### config.mk
export PLATFORM = sky130hd
export DESIGN_NAME = vld_cfg_regs
export DESIGN_NICKNAME = d
export VERILOG_FILES = /design/src/hw/rtl/vld_pkg.sv /design/src/hw/rtl/vld_cfg_regs.sv
export SDC_FILE = /design/constraint.sdc
export NUM_CORES = 1
export LEC_CHECK = 0
export ABC_AREA = 1
export BUFFER_PORTS_ARGS = -buffer_cell sky130_fd_sc_hd__buf_2
export CAP_MARGIN = 30
export CORE_UTILIZATION = 58
export DETAILED_ROUTE_END_ITERATION = 12
export PLACE_DENSITY_LB_ADDON = 0.05
export SLEW_MARGIN = 5
export SYNTH_ARGS = -nofsm -noshare
export SYNTH_HDL_FRONTEND = slang
export SYNTH_SLANG_ARGS = --single-unit
### constraint.sdc
create_clock -name clk -period 3.25 [get_ports clk]
set_input_delay 0.325 -clock clk [delete_from_list [all_inputs] [get_ports clk]]
set_output_delay 0.325 -clock clk [all_outputs]
set_load 0.1 [all_outputs]
### src/hw/rtl/vld_pkg.sv
package vld_pkg;

    localparam int unsigned PIX_W   = 8;
    localparam int unsigned ROW_W   = 13;
    localparam int unsigned COL_W   = 12;
    localparam int unsigned WID_W   = 13;
    localparam int unsigned DH_W    = 14;
    localparam int unsigned CFG_W   = 14;

    localparam logic [WID_W-1:0] RESET_SOURCE_WIDTH  = 13'd640;
    localparam logic [WID_W-1:0] RESET_DEST_WIDTH    = 13'd640;
    localparam logic [WID_W-1:0] RESET_SOURCE_HEIGHT = 13'd480;
    localparam logic [DH_W-1:0]  RESET_DEST_HEIGHT   = 14'd960;

    typedef enum logic [1:0] {
        CFG_SOURCE_WIDTH  = 2'd0,
        CFG_DEST_WIDTH    = 2'd1,
        CFG_SOURCE_HEIGHT = 2'd2,
        CFG_DEST_HEIGHT   = 2'd3
    } vld_cfg_idx_t;

    typedef enum logic [1:0] {
        KIND_NONE   = 2'd0,
        KIND_SINGLE = 2'd1,
        KIND_PAIR   = 2'd2
    } vld_kind_t;

    typedef enum logic {
        PHASE_FIRST  = 1'b0,
        PHASE_SECOND = 1'b1
    } vld_phase_t;

    typedef struct packed {
        logic [PIX_W-1:0] in_pixel;
        logic             frame_start;
    } vld_in_t;

    typedef struct packed {
        logic [ROW_W-1:0] out_row;
        logic [COL_W-1:0] out_col;
        logic [PIX_W-1:0] out_pixel;
        logic             run_last;
    } vld_out_t;

    // geometry derived from the configuration registers
    typedef struct packed {
        logic             active;
        logic [WID_W-1:0] row_len;
        logic [WID_W-1:0] cols_used;
        logic [ROW_W-1:0] rows_used;
    } vld_geom_t;

    // one positioned pixel handed from the counters to the emitter
    typedef struct packed {
        vld_kind_t        kind;
        logic [ROW_W-1:0] row_even;
        logic [COL_W-1:0] col;
        logic [PIX_W-1:0] pix;
    } vld_item_t;

endpackage

### src/hw/rtl/vld_cfg_regs.sv
module vld_cfg_regs
    import vld_pkg::*;
#(
    parameter int unsigned MAX_LINE_WIDTH  = 4096,
    parameter int unsigned MAX_SOURCE_ROWS = 4096
)
(
    input  logic               clk,
    input  logic               rst_n,
    input  logic               cfg_valid,
    output logic               cfg_ready,
    input  vld_cfg_idx_t       cfg_index,
    input  logic [CFG_W-1:0]   cfg_data,
    output vld_geom_t          geom
);

    localparam logic [31:0] MAX_LW_32 = 32'(MAX_LINE_WIDTH);
    localparam logic [31:0] MAX_SR_32 = 32'(MAX_SOURCE_ROWS);

    logic [WID_W-1:0] src_width_reg;
    logic [WID_W-1:0] dst_width_reg;
    logic [WID_W-1:0] src_height_reg;
    logic [DH_W-1:0]  dst_height_reg;

    logic [WID_W-1:0] row_len;
    logic [WID_W-1:0] sh_cap;
    logic [ROW_W-1:0] dh_half;
    logic [ROW_W-1:0] rows_a;

    assign cfg_ready = 1'b1;

    always_ff @(posedge clk or negedge rst_n)
    begin
        if (!rst_n)
        begin
            src_width_reg  <= RESET_SOURCE_WIDTH;
            dst_width_reg  <= RESET_DEST_WIDTH;
            src_height_reg <= RESET_SOURCE_HEIGHT;
            dst_height_reg <= RESET_DEST_HEIGHT;
        end
        else if (cfg_valid && cfg_ready)
        begin
            unique case (cfg_index)
                CFG_SOURCE_WIDTH:  src_width_reg  <= cfg_data[WID_W-1:0];
                CFG_DEST_WIDTH:    dst_width_reg  <= cfg_data[WID_W-1:0];
                CFG_SOURCE_HEIGHT: src_height_reg <= cfg_data[WID_W-1:0];
                CFG_DEST_HEIGHT:   dst_height_reg <= cfg_data[DH_W-1:0];
                default:           src_width_reg  <= src_width_reg;
            endcase
        end
    end

    always_comb
    begin
        if (src_width_reg == '0)
            row_len = WID_W'(1);
        else if (32'(src_width_reg) > MAX_LW_32)
            row_len = WID_W'(MAX_LINE_WIDTH);
        else
            row_len = src_width_reg;

        if (32'(src_height_reg) > MAX_SR_32)
            sh_cap = WID_W'(MAX_SOURCE_ROWS);
        else
            sh_cap = src_height_reg;

        dh_half = dst_height_reg[DH_W-1:1];
        rows_a  = dst_height_reg[0] ? dh_half : dh_half - ROW_W'(1);

        geom.active    = (sh_cap != '0) && (dst_height_reg != '0);
        geom.row_len   = row_len;
        geom.cols_used = (row_len < dst_width_reg) ? row_len : dst_width_reg;
        geom.rows_used = (32'(rows_a) >= 32'(sh_cap)) ? ROW_W'(sh_cap - WID_W'(1)) : rows_a;
    end

endmodule

Yosys cells after proc, flatten, opt, wreduce, memory -nomap -nowiden --
Index checks and enable logic that the tools add are counted.
Storage, ports and cells: register bits after elaboration 53, input port bits 19, output and inout bits 41, logic and storage cells 28
Cells by class: add/sub/neg operators 2, order comparisons 4, equality and inequality tests 3, mux-type cells 6, reduce and logical (&&, ||, !) cells 9
Operators by type and width (number):
- $mux 13 | 6
- $gt 13x13->1 const B | 2
- $sub 13x1->13 const B | 2
- $reduce_bool 14->1 | 1
- $ge 13x13->1 | 1
- $logic_not 13->1 | 1
- $lt 13x13->1 | 1
- $reduce_bool 13->1 | 1
- $reduce_and 2->1 | 4
- $eq 2x2->1 const B | 2
- $eq 2x1->1 const B | 1
- $logic_not 2->1 | 1
- $logic_and 1x1->1 | 1

Longest topological paths before layout --
depth in word-level cells 5, mapped depth 20, mapped depth without buffers 19

Worst setup path before layout --
No wires, ideal clock.
path kind register to output, from register dst_height_reg[1], to output geom[0] in the netlist's numbering, data arrival time 4.507 ns, required time 2.925 ns, slack -1.582 ns, stages on the path, launching flop included 19, buffers on the path 1, path through dfrtp_1 inv_1 ha_1 inv_1 nor2_1 nand2_1 nor2_2 nand3_1 nor2_2 nand2_1 xor2_1 clkinv_1 ha_1 a21oi_1 o21ai_0 a21oi_1 nand3_1 buf_4 o21ai_0
RTL lines:
- start, declared | RTL line vld_cfg_regs.sv:23 | logic [DH_W-1:0] dst_height_reg;
- start signal, assigned | RTL line vld_cfg_regs.sv:47 | CFG_DEST_HEIGHT: dst_height_reg <= cfg_data[DH_W-1:0];
- end, declared | RTL line vld_cfg_regs.sv:14 | output vld_geom_t geom

==> impl_metrics.py <==
metrics = {
    "place": {
        "gp_congestion": 0.887,
        "dp.cells": 676,
        "dp_hpwl_mm": 8.01,
        "place_ws_ns": -0.0942,
        "port_buffers": 58,
    },
    "sta": {
        "finalWorstSetupSlack_ns": -0.468,
        "setup_viol": 26,
        "fin_crit_ns": 3.72,
        "fin_skew_ns": 0,
        "finalHoldViolations": 0,
        "post-route-period-util_pct": 114,
        "rsz0062_at_grt": "true",
        "timing.fmax_mhz": 269,
        "hold_slack_ns": 0.279,
        "max_slew_margin_pct": 36.1,
        "finalMaxSlewViolations": 0,
        "worstMarginPinSlew_ns": 0.956,
    },
    "clock_network": {
        "h-tree-depth": 2,
        "cts_tree": "built",
        "cts_buffers": 5,
        "cts_root_buffer": "clkbuf_8",
        "clock_latency_ns": 0.31,
        "path_clk_slew_ns": 0.10,
        "cts.sinks": 53,
        "cts_buffer_depth": 2,
    },
    "floorplanning": {
        "die_w_um": 83.3,
        "die_area_um2": 6940,
        "ios": 60,
        "rows": 29,
        "core_um2": 6350,
        "die-height_um": 83.3,
        "start_util_pct": 60.4,
    },
    "cells_and_area": {
        "largest_reg_flops": 14,
        "fillCellCount": 277,
        "layout.cells.non_filler": 709,
        "drive_gt1_share_pct": 38.8,
        "area_growth_syn_to_layout_pct": 46.5,
        "layout.nets": 679,
        "num_antenna_cells": 0,
    },
    "worst_setup_path": {
        "cp-start-kind": "register",
        "crit_path_max_fanout": 7,
        "cp.arrival_ns": 3.39,
        "endpoint_kind": "primary output",
        "worst-setup-path-type": "register to primary output",
        "worstPathRequired_ns": 2.92,
    },
    "logic_synthesis": {
        "yosysWarnings": 0,
        "synth_area_um2": 3840,
        "ys_seq_elements": 53,
        "ys_seq_area_share_pct": 35.0,
        "synth_nets": 594,
        "netlist_instances": 546,
        "synth.distinct_cells": 38,
        "avgSynthCellArea_um2": 7.03,
    },
    "global_route": {
        "antenna_found_initial": 0,
        "grt_pass1_vias": 3864,
        "grt_pass1_wl_mm": 17.3,
        "grt_usage_pct": 31.1,
        "grt_max_degree": 33,
        "grt.overflow.total": 0,
    },
    "run_status": {
        "violations": "setup timing",
        "status": "complete, but fails checks",
    },
    "run": {
        "maxCapViolCount": 0,
    },
    "drt": {
        "first_pass_iters": 5,
        "routed_via_density": 6.25,
        "antenna_left": 0,
        "routedWlPerCell_um": 20.0,
        "dr_total_vias": 4430,
        "routed_wirelength_mm": 14.2,
        "drtIter0Drc": 340,
        "drc": 0,
    },
    "pwr": {
        "powerDensity_nw_per_um2": 919,
        "ir_drop_v": 0.000884,
        "leakage_nw": 2.72,
        "p_total_mw": 5.17,
    },
    "hold_path": {
        "hold_class": "input pin to register",
    },
}
routing by layer:
| metal | track usage [%] | part of all wire [%] |
|---|---|---|
| met5 | 0 | 0 |
| met4 | 18.2 | 7.5 |
| met3 | 2.58 | 7.6 |
| met2 | 57.3 | 50 |
| met1 | 34.9 | 35 |
worst max-delay path, cell delays in order, from the launching register on:
cell	delay [ns]
dfrtp_1	0.42
inv_2	0.09
ha_4	0.14
inv_4	0.04
nor2_4	0.14
nand2_2	0.10
nor2_4	0.13
nand3_2	0.10
nor2_4	0.15
nand2_1	0.07
xor2_1	0.19
clkinv_2	0.13
ha_4	0.31
nand2_4	0.05
nor4_4	0.23
o21ai_2	0.11
nand3_4	0.14
buf_8	0.15
nand2_4	0.05
o21ai_4	0.14
buf_12	0.19
placed cells by master (no fill, tap or decap), drive strengths merged, types with 5 or more instances in the layout:
master and count:
a21oi 14, buf 90, clkbuf 6, clkinv 5, dfrtp 41, dfstp 12
ha 29, inv 74, nand2 170, nand3 30, nand4 8, nor2 51
o21ai 74, xor2 8
through the flow:
stage / setup TNS [ns] / util (%) / area [µm²]
6_report: -8.19 / 88.5 / 5620
5_1_grt: -10.55 / 88.5 / 5620
4_1_cts: -4.32 / 82.7 / 5250
3_5_place_dp: -0.690 / 77.6 / 4930
3_3_place_gp: 0 / 77.3 / 4910
2_1_floorplan: -0.0494 / - / 4150
path summary, 6_finish.rpt:
| kind | startpoint | to | depth (start not counted) | slack, ns |
|---|---|---|---|---|
| min reg2reg | dst_height_reg[5]$_DFFE_PN0P_ | dst_height_reg[5]$_DFFE_PN0P_ | 2 | 0.51 |
| max reg2reg | src_width_reg[11]$_DFFE_PN0P_ | src_width_reg[11]$_DFFE_PN0P_ | 3 | 2.12 |
| min | cfg_data[13] | dst_height_reg[13]$_DFFE_PN0P_ | 2 | 0.28 |
| max in group asynchronous | rst_n | dst_width_reg[9]$_DFFE_PN1P_ | 3 | 2.09 |
| min in group asynchronous | rst_n | dst_width_reg[3]$_DFFE_PN0P_ | 2 | 0.52 |
| max | dst_height_reg[1]$_DFFE_PN0P_ | geom[9] | 20 | -0.47 |
cell families (layout without fill, tap and decap cells):
kind of cell	Yosys count	in the layout	synth area share (%)
other	1	1	0.0978
adder cells (fa/ha/maj)	29	29	9.46
flip-flops	53	53	35.0
multiplexers	1	1	0.294
XOR/XNOR	9	9	2.05
AO/OA/AOI/OAI	95	95	13.0
buffers and inverters	92	176	10.0
AND/OR/NAND/NOR	266	268	30.1
synth_stat cells (all sizes together):
master	n	share of area (%)
nor3b	1	0.20
a31oi	1	0.16
nand4	8	1.3
nand2	168	17
a211oi	1	0.20
nor4	3	0.82
o21ai	74	9.7
xnor2	1	0.23
a21oi	14	1.8
dfstp	12	8.2
mux2	1	0.29
nor2	51	5.4
conb	1	0.098
buf	7	1.7
nand3b	2	0.39
xor2	8	1.8
ha	29	9.5
o22ai	1	0.16
clkbuf	9	0.88
o31ai	3	0.85
o21a	1	0.20
nand3	30	4.0
inv	74	7.2
dfrtp	41	27
clkinv	2	0.20
nor3	3	0.52
report_power, final:
group          internal, mW  switching, mW  total (mW)
Sequential            0.784          0.155       0.939
Clock                 0.173          0.230       0.404
Combinational          1.28           2.55        3.82
Total                  2.24           2.93        5.17
final cells by class:
cell class              instances  area [µm²]  share of cell area [%]
multi-input cells             403        2780                    49.4
flip-flops and latches         53        1340                    23.9
repair buffers                 91         987                    17.6
inverters                      76         307                    5.45
well taps                      77        96.3                    1.71
clock buffers                   6        82.6                    1.47
repair inverters                1        16.3                   0.289
clock inverters                 2        13.8                   0.245
timing repair:
item | 4_1_cts | 5_1_grt
endpoints found under the hold margin | 18 | 0
resized for setup | 23 | 68
gates cloned | 1 | 4
hold buffers | 1 | 0
buffers inserted | 14 | 8
endpoints found under the setup margin | 13 | 26
pin swaps | 16 | 39
No activity file was read; power rests on OpenSTA's default activity.
