`config.mk`:
```
export PLATFORM = sky130hd
export DESIGN_NAME = vld_position
export DESIGN_NICKNAME = d
export VERILOG_FILES = /design/src/hw/rtl/vld_pkg.sv /design/src/hw/rtl/vld_position.sv
export SDC_FILE = /design/constraint.sdc
export NUM_CORES = 1
export LEC_CHECK = 0
export BUFFER_PORTS_ARGS = -buffer_cell sky130_fd_sc_hd__buf_2
export CORE_UTILIZATION = 60
export DETAILED_ROUTE_END_ITERATION = 8
export PLACE_DENSITY = 0.95
export SLEW_MARGIN = 5
export SYNTH_ARGS = -nofsm -noshare
export SYNTH_HDL_FRONTEND = slang
export SYNTH_SLANG_ARGS = --single-unit
```
`constraint.sdc`:
```
create_clock -name clk -period 15.6 [get_ports clk]
set_input_delay 0.78 -clock clk [delete_from_list [all_inputs] [get_ports clk]]
set_output_delay 0.78 -clock clk [all_outputs]
set_load 0.01 [all_outputs]
```
`src/hw/rtl/vld_pkg.sv`:
```
package vld_pkg;

    localparam int unsigned PIX_W   = 8;
    localparam int unsigned ROW_W   = 13;
    localparam int unsigned COL_W   = 12;
    localparam int unsigned WID_W   = 13;
    localparam int unsigned DH_W    = 14;
    localparam int unsigned CFG_W   = 14;

    localparam logic [WID_W-1:0] RESET_SOURCE_WIDTH  = 13'd640;
    localparam logic [WID_W-1:0] RESET_DEST_WIDTH    = 13'd640;
    localparam logic [WID_W-1:0] RESET_SOURCE_HEIGHT = 13'd480;
    localparam logic [DH_W-1:0]  RESET_DEST_HEIGHT   = 14'd960;

    typedef enum logic [1:0] {
        CFG_SOURCE_WIDTH  = 2'd0,
        CFG_DEST_WIDTH    = 2'd1,
        CFG_SOURCE_HEIGHT = 2'd2,
        CFG_DEST_HEIGHT   = 2'd3
    } vld_cfg_idx_t;

    typedef enum logic [1:0] {
        KIND_NONE   = 2'd0,
        KIND_SINGLE = 2'd1,
        KIND_PAIR   = 2'd2
    } vld_kind_t;

    typedef enum logic {
        PHASE_FIRST  = 1'b0,
        PHASE_SECOND = 1'b1
    } vld_phase_t;

    typedef struct packed {
        logic [PIX_W-1:0] in_pixel;
        logic             frame_start;
    } vld_in_t;

    typedef struct packed {
        logic [ROW_W-1:0] out_row;
        logic [COL_W-1:0] out_col;
        logic [PIX_W-1:0] out_pixel;
        logic             run_last;
    } vld_out_t;

    // geometry derived from the configuration registers
    typedef struct packed {
        logic             active;
        logic [WID_W-1:0] row_len;
        logic [WID_W-1:0] cols_used;
        logic [ROW_W-1:0] rows_used;
    } vld_geom_t;

    // one positioned pixel handed from the counters to the emitter
    typedef struct packed {
        vld_kind_t        kind;
        logic [ROW_W-1:0] row_even;
        logic [COL_W-1:0] col;
        logic [PIX_W-1:0] pix;
    } vld_item_t;

endpackage

```
`src/hw/rtl/vld_position.sv`:
```
module vld_position
    import vld_pkg::*;
#(
    parameter int unsigned MAX_LINE_WIDTH  = 4096,
    parameter int unsigned MAX_SOURCE_ROWS = 4096,
    localparam int unsigned CW = $clog2(MAX_LINE_WIDTH),
    localparam int unsigned RW = $clog2(MAX_SOURCE_ROWS + 1)
)
(
    input  logic          clk,
    input  logic          rst_n,
    input  logic          take,
    input  vld_in_t       in_data,
    input  vld_geom_t     geom,
    output vld_item_t     item,
    output logic [CW-1:0] mem_addr
);

    logic [CW-1:0] col_reg;
    logic [CW-1:0] col_next;
    logic [RW-1:0] row_reg;
    logic [RW-1:0] row_next;

    logic [CW-1:0] col_cur;
    logic [CW-1:0] col_c;
    logic [RW-1:0] row_cur;
    logic          in_use;
    logic          wrap;

    always_comb
    begin
        col_cur = in_data.frame_start ? '0 : col_reg;
        row_cur = in_data.frame_start ? '0 : row_reg;

        // column left beyond the row end by a width change is pinned to the last column
        if (32'(col_cur) >= 32'(geom.row_len))
            col_c = CW'(geom.row_len - WID_W'(1));
        else
            col_c = col_cur;

        in_use = geom.active
                 && (32'(col_c) < 32'(geom.cols_used))
                 && (32'(row_cur) <= 32'(geom.rows_used));

        item.col      = COL_W'(col_c);
        item.row_even = ROW_W'({row_cur, 1'b0});
        item.pix      = in_data.in_pixel;
        if (!in_use)
            item.kind = KIND_NONE;
        else if (row_cur == '0)
            item.kind = KIND_SINGLE;
        else
            item.kind = KIND_PAIR;

        wrap = (32'(col_c) + 32'd1) >= 32'(geom.row_len);
        col_next = wrap ? '0 : col_c + CW'(1);
        if (wrap && (32'(row_cur) < 32'(MAX_SOURCE_ROWS)))
            row_next = row_cur + RW'(1);
        else
            row_next = row_cur;
    end

    assign mem_addr = col_c;

    always_ff @(posedge clk or negedge rst_n)
    begin
        if (!rst_n)
        begin
            col_reg <= '0;
            row_reg <= '0;
        end
        else if (take)
        begin
            col_reg <= col_next;
            row_reg <= row_next;
        end
    end

endmodule

```
== Yosys cells after proc, flatten, opt, wreduce, memory -nomap -nowiden ==
Cells that the tools add are included.

* Bits in registers: 25
* Latch bits: 0
* Bits in writable memories: 0
* ROM bits: 0
* Input bits: 52
* Output and inout bits: 47
* Memories kept: 0

* Add/subtract/negate cells: 4
* Multipliers: 0
* Div/mod/pow operators: 0
* $lt $le $gt $ge: 5
* Eq/ne operators: 0
* Shift operators: 0
* Multiplexer cells: 7
* Bitwise operators: 0
* Reductions and logical operators: 4

{| class="wikitable"
|+ Operator list
! kind !! number
|-
| $mux W12 || 3
|-
| $mux W13 || 2
|-
| $add A12 B1 Y13 const B || 1
|-
| $add A13 B1 Y13 const B || 1
|-
| $ge A12 B13 Y1 || 1
|-
| $ge A13 B13 Y1 || 1
|-
| $le A13 B13 Y1 || 1
|-
| $logic_not A13 Y1 || 1
|-
| $lt A12 B13 Y1 || 1
|-
| $lt A13 B13 Y1 const B || 1
|-
| $add A12 B1 Y12 const B || 1
|-
| $sub A12 B1 Y12 const B || 1
|-
| $mux W2 || 2
|-
| $logic_and A1 B1 Y1 || 3
|}

== Logic depth before layout (Yosys ltp) ==
* Depth after elaboration: 7
* Depth in mapped cells: 29
* Mapped depth without buffers: 25

== Worst setup path after synthesis ==
No wires, ideal clock.

* Kind: input to register
* From: input in_data[0] (netlist name)
* To: register col_reg[2]
* Library setup time: 0.091 ns
* Arrival time: 6.452 ns
* Required time: 15.509 ns
* Slack: 9.057 ns
* Cell stages on the path: 27
* Path buffers: 5
* Cells stage by stage: clkbuf_1 > clkbuf_1 > buf_2 > nand2b_1 > ha_1 > and4_1 > a21o_1 > a221oi_2 > nand2_1 > buf_2 > o21ai_1 > ha_1 > clkbuf_1 > nand2_1 > nor2_1 > and3_1 > nand3_1 > and2_1 > xnor2_1 > ha_1 > a21o_1 > a211o_1 > a2111o_1 > a21oi_4 > o21ai_1 > a2111o_1 > o221ai_1

{| class="wikitable"
|+ RTL lines
! what !! RTL line !! RTL
|-
| start: declaration || vld_position.sv:13 || <nowiki>input vld_in_t in_data,</nowiki>
|-
| end signal: assignment || vld_position.sv:74 || <nowiki>col_reg <= col_next;</nowiki>
|-
| end: declaration || vld_position.sv:19 || <nowiki>logic [CW-1:0] col_reg;</nowiki>
|}

== Worst setup path in the final report ==
* From: input in_data[0] (netlist name)
* To: register col_reg[2]

* Word-level cells in the longest chain between the ends: 6
* Elaborated cells between the ends (all ways): 7
* Those cells by class: add/sub (2); order compare (2); mux (3)

{| class="wikitable"
|+ Ends and longest elaborated chain
! what !! RTL line !! RTL
|-
| $mux W12 (*) || vld_position.sv:32 || <nowiki>col_cur = in_data.frame_start ? '0 : col_reg;</nowiki>
|-
| $ge A12 B13 Y1 || vld_position.sv:36 || <nowiki>if (32'(col_cur) >= 32'(geom.row_len))</nowiki>
|-
| $mux W12 (*) || vld_position.sv:36 ||
|-
| $add A12 B1 Y13 || vld_position.sv:55 || <nowiki>wrap = (32'(col_c) + 32'd1) >= 32'(geom.row_len);</nowiki>
|-
| $ge A13 B13 Y1 || vld_position.sv:55 ||
|-
| $mux W12 (*) || vld_position.sv:56 || <nowiki>col_next = wrap ? '0 : col_c + CW'(1);</nowiki>
|}

Every way passes the cells marked *; elsewhere a longest branch is shown, timed or not.
A chain may end at the register's enable or synchronous reset.

==> summary.md <==
| Metric | Value |
|---|---|
| Initial Util | `between 60% and 70%` |
| I/O Pins | `99` |
| Post-synth top area share | `between 15 and 20%` |
| Slew Viols, Final | `0` |
| Critical Path Start Type | `input port` |
| Worst hold-check path type | `in2async` |
| Commonest non-fill, non-tap cells in the layout | `81 x buf_2, 53 x inv_1, 52 x ha_1` |
| # diodes | `0` |
| Grt total ovfl | `0` |
| Layout Utilization | `about 67%` |
| Depth of the CTS H-tree | `1` |
| Mapped Nets | `610` |
| Fin. Hold Viols | `0` |
| Final Setup Violations | `0` |
| First-pass GRT wire length | `roughly 18,000 µm` |
| Initial antenna violation count | `0` |
| Clk sink count | `25` |
| Actual slew at the worst max-slew pin | `~800 ps` |
| Drt first-iter violations | `349` |
| Register area share after synthesis | `between 10% and 20%` |
| Vias in the first global route | `approximately 3.9k` |
| Final period util | `a little under half` |
| Most common cell after layout, fill and taps aside | `buf_2` |
| Via Count | `4,007` |
| EDFF count, synth | `0` |
| Layout cells sized above 1 | `18.5%` |
| Nets | `657` |
| Synth Warn # | `0` |
| Routed WL | `10,900 µm` |
| Critical Path AT | `7380 ps` |
| Area Growth Syn to Fin | `7.41%` |
| Critical Path End Type | `flop` |
| Wire length per cell | `17.4 µm` |
| Max reg flops | `13` |
| Area of the mapped netlist | `3920 µm²` |
| Worst EP required | `around 16,000 ps` |
| Post-synth cell types | `74` |
| Largest cells by area after synthesis | `ha_1 17%, dfrtp_1 16%, xnor2_1 5.6%, inv_1 5.1%, buf_4 4.2%` |
| Die Y | `a little over 80 µm` |
| CTS tree | `built` |
| Final min period | `7200 ps` |
| First-pass detailed-route iteration total | `5` |
| Cell leakage power | `~2.3 nW` |
| Rel. slew slack | `a little under half` |
| Clk pin slew, worst setup/hold paths | `~90 ps` |
| Inserted Clock Buffers | `3` |
| Drt drc | `0` |
| Post-CTS Hold Fix Bufs | `0` |
| Root Driver | `clkbuf_8` |
| Die width | `about 83 µm` |
| Worst-Skew Late Latency | `between 200 and 300 ps` |
| Full die area | `about 6900 µm²` |
| Post-CTS sizing | `0` |
| Status | `finished clean` |
| DP HPWL | `8940 µm` |
| Post-synth top area cell | `ha_1` |
| Filler Cell Count | `561` |
| Critical Path Max Stage Delay | `~560 ps` |
| FFs w/ async S/R, synth | `between 90% and 100%` |
| Count of input and output buffers | `between 80 and 90` |
| Post-route ant nets | `0` |
| Synthesized instance count | `506` |
| TNS Setup | `0 ps` |
| Largest net degree at the start of global routing | `36` |
| Most used flip-flop cell after synthesis | `dfrtp_1` |
| Worst path slowest cell | `o21ai_1` |
| Rows | `29` |
| VDD IR-drop max | `between 0.04 and 0.05 mV` |
| Total setup buffers inserted after CTS | `0` |
| Max Clock Skew | `between 1 and 1.5 ps` |
| Mean Syn Cell Area | `7.74 µm²` |
| Total core area | `6310 µm²` |
| # Max-Cap Violations | `0` |
| Seq cells post-synth | `25` |
| PD cells | `between 30 and 40 nW/µm²` |
| CP Max Fanout | `35` |
| Routability cong. | `roughly 0.96` |
| Fmax | `between 100 and 150 MHz` |
| RSZ-0062 raised after global routing | `false` |
| Gr usage total | `32.7%` |
| Kind of critical path | `in2reg` |
| Via/cell ratio | `6.37` |
| Clock buffer depth | `2` |
==> cell families after synthesis <==
group                      share of synthesized area [%]
AOI/OAI and AO/OA                                   19.6
and+or+nand+nor                                     27.1
muxes                                              0.830
xor gates and xnor gates                            7.60
adders and majority gates                           16.9
buffers and inverters                               11.9
other                                             0.0957
DFF                                                 16.0
==> final cells by class <==
cell class / instances / area [µm²] / area share [%]
clock buffer: 4 / 45.0 / 1.07
timing repair buffer: 82 / 413 / 9.81
sequential: 25 / 626 / 14.9
inverter: 54 / 203 / 4.82
tap: 77 / 96.3 / 2.29
multi-input combinational: 387 / 2830 / 67.1
==> worst max-delay path, delay by kind of cell <==
kind	cells	cell delay, ps
adders and majority gates	3	1030
and+or+nand+nor	9	1910
buffers and inverters	2	560
xor gates and xnor gates	1	130
AOI/OAI and AO/OA	10	2940
==> power breakdown <==
group | leakage [nW] | switching (mW) | internal, mW | total, mW
registers | 0.345 | 0.00137 | 0.0663 | 0.0676
logic | 1.89 | 0.0349 | 0.0219 | 0.0568
clock network | 0.0228 | 0.0213 | 0.0183 | 0.0397
total | 2.26 | 0.0576 | 0.106 | 0.164
==> per-stage QoR <==
step	instances	instance area (µm²)	hold WS (ps)	worst slack (ps)	power, mW
2_1_floorplan	506	3920	457	9060	0.108
6_report	629	4210	492	8400	0.164
4_1_cts	629	4210	508	8600	0.164
3_5_place_dp	625	4160	495	8330	0.124
3_3_place_gp	625	4160	479	8640	0.122
5_1_grt	629	4210	533	7980	0.173
==> path summary, 6_finish.rpt <==
check / start / endpoint / slack, ps / depth (start not counted)
worst max-delay path: in_data[0] / col_reg[2] / 8400 / 25
worst min-delay path: rst_n / row_reg[5] / 490 / 1
worst max register to register: col_reg[2] / col_reg[2] / 8930 / 23
worst min register to register: col_reg[5] / col_reg[5] / 510 / 1
max in group asynchronous: rst_n / col_reg[6] / 14720 / 1
min in group clk: col_reg[5] / col_reg[5] / 510 / 1
==> layer usage <==
layer  up-vias  track usage, %  wire length (µm)
li1       1874               -                 -
met2       196            56.6              5190
met4         0            14.7               493
met5         -               0                 0
met3        42            3.38               733
met1      1895            41.0              4510
==> synth_stat cells (9+ instances only) <==
cell type,n
dfrtp_1,25
buf_4,22
nand2_1,35
and3_1,13
a21oi_1,27
ha_1,52
inv_1,53
nor2b_1,17
nand2b_1,11
nand3_1,12
xor2_1,9
a21o_1,11
nor2_1,37
xnor2_1,25
nand4_1,16
nor3_1,15
Note: power is estimated with default switching activity, not from simulation.
