`src/hw/rtl/vld_pkg.sv`:
```
package vld_pkg;

    localparam int unsigned PIX_W   = 8;
    localparam int unsigned ROW_W   = 13;
    localparam int unsigned COL_W   = 12;
    localparam int unsigned WID_W   = 13;
    localparam int unsigned DH_W    = 14;
    localparam int unsigned CFG_W   = 14;

    localparam logic [WID_W-1:0] RESET_SOURCE_WIDTH  = 13'd640;
    localparam logic [WID_W-1:0] RESET_DEST_WIDTH    = 13'd640;
    localparam logic [WID_W-1:0] RESET_SOURCE_HEIGHT = 13'd480;
    localparam logic [DH_W-1:0]  RESET_DEST_HEIGHT   = 14'd960;

    typedef enum logic [1:0] {
        CFG_SOURCE_WIDTH  = 2'd0,
        CFG_DEST_WIDTH    = 2'd1,
        CFG_SOURCE_HEIGHT = 2'd2,
        CFG_DEST_HEIGHT   = 2'd3
    } vld_cfg_idx_t;

    typedef enum logic [1:0] {
        KIND_NONE   = 2'd0,
        KIND_SINGLE = 2'd1,
        KIND_PAIR   = 2'd2
    } vld_kind_t;

    typedef enum logic {
        PHASE_FIRST  = 1'b0,
        PHASE_SECOND = 1'b1
    } vld_phase_t;

    typedef struct packed {
        logic [PIX_W-1:0] in_pixel;
        logic             frame_start;
    } vld_in_t;

    typedef struct packed {
        logic [ROW_W-1:0] out_row;
        logic [COL_W-1:0] out_col;
        logic [PIX_W-1:0] out_pixel;
        logic             run_last;
    } vld_out_t;

    // geometry derived from the configuration registers
    typedef struct packed {
        logic             active;
        logic [WID_W-1:0] row_len;
        logic [WID_W-1:0] cols_used;
        logic [ROW_W-1:0] rows_used;
    } vld_geom_t;

    // one positioned pixel handed from the counters to the emitter
    typedef struct packed {
        vld_kind_t        kind;
        logic [ROW_W-1:0] row_even;
        logic [COL_W-1:0] col;
        logic [PIX_W-1:0] pix;
    } vld_item_t;

endpackage

```
`src/hw/rtl/vld_emitter.sv`:
```
module vld_emitter
    import vld_pkg::*;
(
    input  logic             clk,
    input  logic             rst_n,
    input  logic             take,
    input  vld_item_t        item,
    input  logic [PIX_W-1:0] above,
    output logic             busy,
    output logic             out_valid,
    input  logic             out_stall,
    output vld_out_t         out_data
);

    logic       s1_valid_reg;
    logic       s1_valid_next;
    vld_item_t  s1_item_reg;
    vld_phase_t phase_reg;
    vld_phase_t phase_next;
    logic       out_valid_reg;
    logic       out_valid_next;
    vld_out_t   out_reg;
    vld_out_t   beat;

    logic       out_free;
    logic       beat_go;
    logic       retire;
    logic [PIX_W:0] pix_sum;

    assign out_free = !out_valid_reg || !out_stall;
    assign beat_go  = s1_valid_reg && (s1_item_reg.kind != KIND_NONE) && out_free;

    always_comb
    begin
        retire = 1'b0;
        if (s1_valid_reg)
        begin
            unique case (s1_item_reg.kind)
                KIND_NONE:   retire = 1'b1;
                KIND_SINGLE: retire = out_free;
                KIND_PAIR:   retire = out_free && (phase_reg == PHASE_SECOND);
                default:     retire = 1'b1;
            endcase
        end
    end

    assign busy = s1_valid_reg && !retire;

    always_comb
    begin
        pix_sum = {1'b0, above} + {1'b0, s1_item_reg.pix};
        beat.out_col = s1_item_reg.col;
        if ((s1_item_reg.kind == KIND_PAIR) && (phase_reg == PHASE_FIRST))
        begin
            beat.out_row   = s1_item_reg.row_even - ROW_W'(1);
            beat.out_pixel = pix_sum[PIX_W:1];
            beat.run_last  = 1'b0;
        end
        else
        begin
            beat.out_row   = s1_item_reg.row_even;
            beat.out_pixel = s1_item_reg.pix;
            beat.run_last  = 1'b1;
        end
    end

    // phase sequencing
    always_comb
    begin
        priority if (take)
            phase_next = PHASE_FIRST;
        else if (beat_go && (phase_reg == PHASE_FIRST))
            phase_next = PHASE_SECOND;
        else
            phase_next = phase_reg;
    end

    always_comb
    begin
        priority if (take)
            s1_valid_next = 1'b1;
        else if (retire)
            s1_valid_next = 1'b0;
        else
            s1_valid_next = s1_valid_reg;

        priority if (beat_go)
            out_valid_next = 1'b1;
        else if (!out_stall)
            out_valid_next = 1'b0;
        else
            out_valid_next = out_valid_reg;
    end

    always_ff @(posedge clk or negedge rst_n)
    begin
        if (!rst_n)
        begin
            s1_valid_reg  <= 1'b0;
            phase_reg     <= PHASE_FIRST;
            out_valid_reg <= 1'b0;
        end
        else
        begin
            s1_valid_reg  <= s1_valid_next;
            phase_reg     <= phase_next;
            out_valid_reg <= out_valid_next;
        end
    end

    always_ff @(posedge clk)
    begin
        if (take)
            s1_item_reg <= item;
        if (beat_go)
            out_reg <= beat;
    end

    assign out_valid = out_valid_reg;
    assign out_data  = out_reg;

    a_second_is_pair: assert property (@(posedge clk) disable iff (!rst_n)
        s1_valid_reg && (phase_reg == PHASE_SECOND) |-> s1_item_reg.kind == KIND_PAIR)
        else $error("second phase on an item that is not a pair");

    a_second_follows_first: assert property (@(posedge clk) disable iff (!rst_n)
        s1_valid_reg && (phase_reg == PHASE_SECOND) |-> out_valid_reg)
        else $error("second phase without the first beat in the output register");

    a_first_beat_has_partner: assert property (@(posedge clk) disable iff (!rst_n)
        out_valid_reg && !out_reg.run_last |-> s1_valid_reg && (phase_reg == PHASE_SECOND))
        else $error("interpolated beat shown with no pending second beat");

    a_take_when_free: assert property (@(posedge clk) disable iff (!rst_n)
        take |-> !s1_valid_reg || retire)
        else $error("new pixel taken over an unfinished one");

endmodule

```
`config.mk`:
```
export PLATFORM = sky130hd
export DESIGN_NAME = vld_emitter
export DESIGN_NICKNAME = d
export VERILOG_FILES = /design/src/hw/rtl/vld_pkg.sv /design/src/hw/rtl/vld_emitter.sv
export SDC_FILE = /design/constraint.sdc
export NUM_CORES = 1
export LEC_CHECK = 0
export ABC_AREA = 1
export ABC_CLOCK_PERIOD_IN_PS = 2290
export BUFFER_PORTS_ARGS = -buffer_cell sky130_fd_sc_hd__buf_4
export CAP_MARGIN = 40
export CORE_UTILIZATION = 50
export CTS_BUF_LIST = sky130_fd_sc_hd__clkbuf_4
export DETAILED_ROUTE_END_ITERATION = 8
export HOLD_SLACK_MARGIN = 0.15
export PLACE_DENSITY = 0.74
export SLEW_MARGIN = 20
export SYNTH_ARGS = -nofsm -noshare
export SYNTH_HDL_FRONTEND = slang
export SYNTH_SLANG_ARGS = --single-unit
```
`constraint.sdc`:
```
create_clock -name clk -period 2.29 [get_ports clk]
set_input_delay 0.3435 -clock clk [delete_from_list [all_inputs] [get_ports clk]]
set_output_delay 0.3435 -clock clk [all_outputs]
set_load 0.01 [all_outputs]
```
Yosys cells after proc, flatten, opt, wreduce, memory -nomap -nowiden --
Index checks and enable logic that the tools add are counted.
Cells by class: add/subtract/negate cells 2, equal/unequal tests 3, mux-type cells 10, bitwise operators 1, reduce and logical (&&, ||, !) cells 13
Operators with widths (count):
- $mux 13 | 1
- $sub 13x1->13 const B | 1
- $add 8x8->9 | 1
- $mux 9 | 1
- $mux 1 | 7
- $logic_and 1x1->1 | 6
- $reduce_bool 2->1 | 3
- $logic_not 1->1 | 3
- $eq 2x1->1 const B | 1
- $eq 2x2->1 const B | 1
- $ne 2x1->1 const B | 1
- $pmux 1 s2 | 1
- $logic_or 1x1->1 | 1
- $not 1->1 | 1
Word-level totals: register bits after elaboration 72, bits of input ports 47, output and inout port bits 36, word-level logic and storage cells 40

Longest topological paths before layout --
depth after elaboration 7, mapped depth 10, depth with buffers taken out 10

Least setup slack after synthesis --
OpenSTA, ideal clock, no wires.
path kind flip-flop to flip-flop, from register s1_item_reg[33] (netlist bit), to register out_reg (netlist bit out_data[0]), enable pin, setup time 0.389 ns, data arrival time 1.411 ns, required time 1.901 ns, slack 0.490 ns, stages on the path, launching flop included 6, path buffers 0, clock period less this slack 1.800 ns, cell sequence edfxtp_1 inv_1 ha_1 nor2_1 nand2_1 inv_1
On the way: longest elaborated chain between the ends 3
Ends and longest elaborated chain:
- from (decl) | line vld_emitter.sv:17 | vld_item_t s1_item_reg;
- from (signal assigned) | line vld_emitter.sv:114 | s1_item_reg <= item;
- $reduce_bool 2->1 | line vld_emitter.sv:31 | assign beat_go = s1_valid_reg && (s1_item_reg.kind != KIND_NONE) && out_free;
- $logic_and 1x1->1 (2 in series) | line vld_emitter.sv:31
- named net beat_go | line vld_emitter.sv:26 | logic beat_go;
- to (signal assigned) | line vld_emitter.sv:116 | out_reg <= beat;
- to (decl) | line vld_emitter.sv:22 | vld_out_t out_reg;
The timed path passes the listed nets, and every way through them passes these cells. A chain may end at the register's enable or synchronous reset.

Worst setup path in the final report --
from register s1_item_reg[33] (netlist bit), to output busy
On the way: longest elaborated chain between the ends 5, elaborated cells on any way between the ends 6, those cells by class eq/ne: 2; mux: 2; reduce/logical: 2
Ends and longest elaborated chain:
- $eq 2x2->1 / $eq 2x1->1 (equally long branches) | line vld_emitter.sv:38 | unique case (s1_item_reg.kind)
- $pmux 1 s2 * | line vld_emitter.sv:38
- $mux 1 * | line vld_emitter.sv:36 | if (s1_valid_reg)
- $logic_not 1->1 * | line vld_emitter.sv:47 | assign busy = s1_valid_reg && !retire;
- $logic_and 1x1->1 * | line vld_emitter.sv:47
- to (decl) | line vld_emitter.sv:9 | output logic busy,
Mark *: on every way between the ends. The rest lies on a longest branch, timed or not.

==> impl_metrics.env <==
export IMPL_ant_nets=0
export IMPL_synth_top_cell_by_area="edfxtp_1"
export IMPL_first_iter_violations=114
export IMPL_status="finished, final reports clean"
export IMPL_drc_errors=0
export IMPL_die_width_um=79.7
export IMPL_overflow=0
export IMPL_cts_made_buffers=9
export IMPL_finalHoldViolCount=0
export IMPL_required_ps=1950
export IMPL_die_h_um=79.7
export IMPL_syn_num_nets=287
export IMPL_hold_slack_ps=204
export IMPL_cts_tree="built"
export IMPL_grt_pass1_wl_mm=9.50
export IMPL_seqPwrFrac_pct=53.7
export IMPL_synthDominantCellAreaShare_pct=68.7
export IMPL_gp_congestion=0.827
export IMPL_period_minus_slack_ps=1830
export IMPL_io_pins=83
export IMPL_cts_root_buf="clkbuf_4"
export IMPL_place_area_mm2=0.00373
export IMPL_setup_violations=0
export IMPL_vias=2139
export IMPL_finClkSkew_ps=15.5
export IMPL_max_slew_margin_pct=68.1
export IMPL_crit_fanout=2
export IMPL_grt_max_degree=38
export IMPL_num_antenna_cells=0
export IMPL_swShare_pct=24.9
export IMPL_hp_class="in2reg"
export IMPL_nNetsFinal=417
export IMPL_p_switching_uw=772
export IMPL_synth_cells=228
export IMPL_synth_distinct_cells=30
export IMPL_p_total_uw=3100
export IMPL_vdd_drop_max_mv=0.538
export IMPL_start_util_pct=53.2
export IMPL_intPower_uw=2330
export IMPL_rsz0062_at_grt="no"
export IMPL_port_buffers=82
export IMPL_finalSetupTns_ps=0
export IMPL_track_usage_pct=21.0
export IMPL_design_core_area_mm2=0.00568
export IMPL_p_per_area_mw_per_mm2=727
export IMPL_yosysWarnings=0
export IMPL_max_freq_ghz=0.546
export IMPL_clkPwrFrac_pct=29.3
export IMPL_mostFrequentLayoutCell="buf_4"
export IMPL_yosysSeqAreaShare_pct=71.2
export IMPL_cts_sinks=72
export IMPL_antenna_found_initial=0
export IMPL_combPwrFrac_pct=17.1
export IMPL_reg2reg_depth=9
export IMPL_syn_to_final_growth_pct=41.2
export IMPL_dieArea_mm2=0.00635
export IMPL_crit_arrival_ps=1490
export IMPL_synth_area_top_cells="edfxtp_1 (69%), nand2_1 (7.0%), ha_1 (4.6%), inv_1 (2.9%), dfrtp_1 (2.5%)"
export IMPL_clk_latency_ps=410
export IMPL_final_cell_mix="buf_4 (84), edfxtp_1 (69), nand2_1 (56)"
export IMPL_cts_resized=0
export IMPL_drv_slew=0
export IMPL_drt_pass1_iter_count=4
export IMPL_post_dp_hpwl_mm=3.87
export IMPL_postCtsSetupRepairBufs=0
export IMPL_wl_mm=6.05
export IMPL_synth_avg_cell_area_um2=13.2
export IMPL_cp_end_kind="primary output"
export IMPL_largest_reg_flops=34
export IMPL_drive_gt1_share_pct=31.4
export IMPL_path_class="reg2out"
export IMPL_fp_row_count=27
export IMPL_cts_buffer_depth=2
export IMPL_synth_area_mm2=0.00302
export IMPL_viasPerCell=4.92
export IMPL_post_drt_wl_per_cell_um=13.9
export IMPL_htreeDepth=3
export IMPL_path_clk_slew_ps=110
export IMPL_grt_pass1_vias=2146
export IMPL_worst_pin_slew_ps=479
export IMPL_finalCritPeriodShare_pct=80.0
export IMPL_min_path_cells=3
export IMPL_p_leak_uw=0.00187
export IMPL_cts_hold_buf=36
export IMPL_maxCapViolCount=0
export IMPL_cp_start_kind="flip-flop"
export IMPL_finalInstanceArea_mm2=0.00426
export IMPL_ys_ff_latch=72
## synth_stat cells
| cell | n |
|---|---|
| a211oi_1 | 1 |
| edfxtp_1 | 69 |
| o21bai_1 | 1 |
| nor2_4 | 1 |
| buf_2 | 1 |
| dfrtp_1 | 3 |
| o21ai_1 | 4 |
| a21oi_1 | 7 |
| nor3_4 | 1 |
| inv_2 | 4 |
| inv_1 | 23 |
| and2_1 | 1 |
| ha_1 | 11 |
| or2_0 | 1 |
| o21ai_0 | 1 |
| nand2_1 | 56 |
| nand4_1 | 1 |
| or2_1 | 1 |
| xor2_1 | 5 |
| nand3_4 | 1 |
| nand3b_1 | 2 |
| nor2_8 | 1 |
| xnor2_1 | 3 |
| nand2_4 | 2 |
| nand3_1 | 7 |
| nor2_1 | 14 |
| nor2_2 | 3 |
| o22ai_1 | 1 |
| fa_1 | 1 |
| nor3_2 | 1 |
## final cells by class
class / instances / area, µm²
Inverter: 27 / 101
Clock inverter: 6 / 92.6
Sequential cell: 72 / 2150
Clock buffer: 10 / 75.1
Timing Repair Buffer: 120 / 991
Fill cell: 387 / 1420
Multi-Input combinational cell: 128 / 763
Tap cell: 72 / 90.1
## layer usage
metal  part of all wire (%)  track usage (%)  up-vias
li1                       -                -     1036
met1                     38             22.4      980
met2                     51             36.2       98
met3                    5.7             4.91       25
met4                    4.6             15.3        0
met5                      0                0        -
## worst paths after layout
check | startpoint | endpoint | slack, ps
worst max-delay path | s1_item_reg[33] | busy | 460
worst min-delay path | out_stall | out_valid | 200
worst max register to register | s1_item_reg[33] | out_data[32] | 480
worst min register to register | beat[11] | out_data[11] | 430
max in group asynchronous | rst_n | phase_reg | 1950
min in group asynchronous | rst_n | out_valid | 250
## worst max-delay path, cell delays in order (launching register included)
cell and delay, ps:
edfxtp_1 370, inv_1 60, ha_1 200, inv_2 70, o21bai_1 70, a21oi_1 170
buf_4 150
## per-stage QoR
step | utilization [%] | setup WS [ps] | cells
global route | 75.1 | 339 | 435
detailed placement | 65.8 | 513 | 383
floorplan | - | 490 | 228
CTS | 75.1 | 423 | 435
global placement | 65.8 | 583 | 383
finish | 75.1 | 457 | 435
## logic make-up after synthesis
| group | Yosys count | share of synthesized area (%) |
|---|---|---|
| adder cells (fa/ha/maj) | 12 | 5.23 |
| buffers and inverters | 28 | 3.53 |
| AND/OR/NAND/NOR | 93 | 15.1 |
| flip-flops | 72 | 71.2 |
| AO/OA/AOI/OAI | 15 | 2.70 |
| XOR/XNOR | 8 | 2.32 |
## power groups by stage
| stage | Clock (µW) | Sequential (µW) | Combinational (µW) |
|---|---|---|---|
| floorplan | 0 | 1720 | 192 |
| global placement | 0 | 1690 | 465 |
| detailed placement | 0 | 1690 | 475 |
| CTS | 924 | 1660 | 527 |
| global route | 979 | 1680 | 578 |
| finish | 907 | 1660 | 529 |
Power figures use the tool's default switching activity.
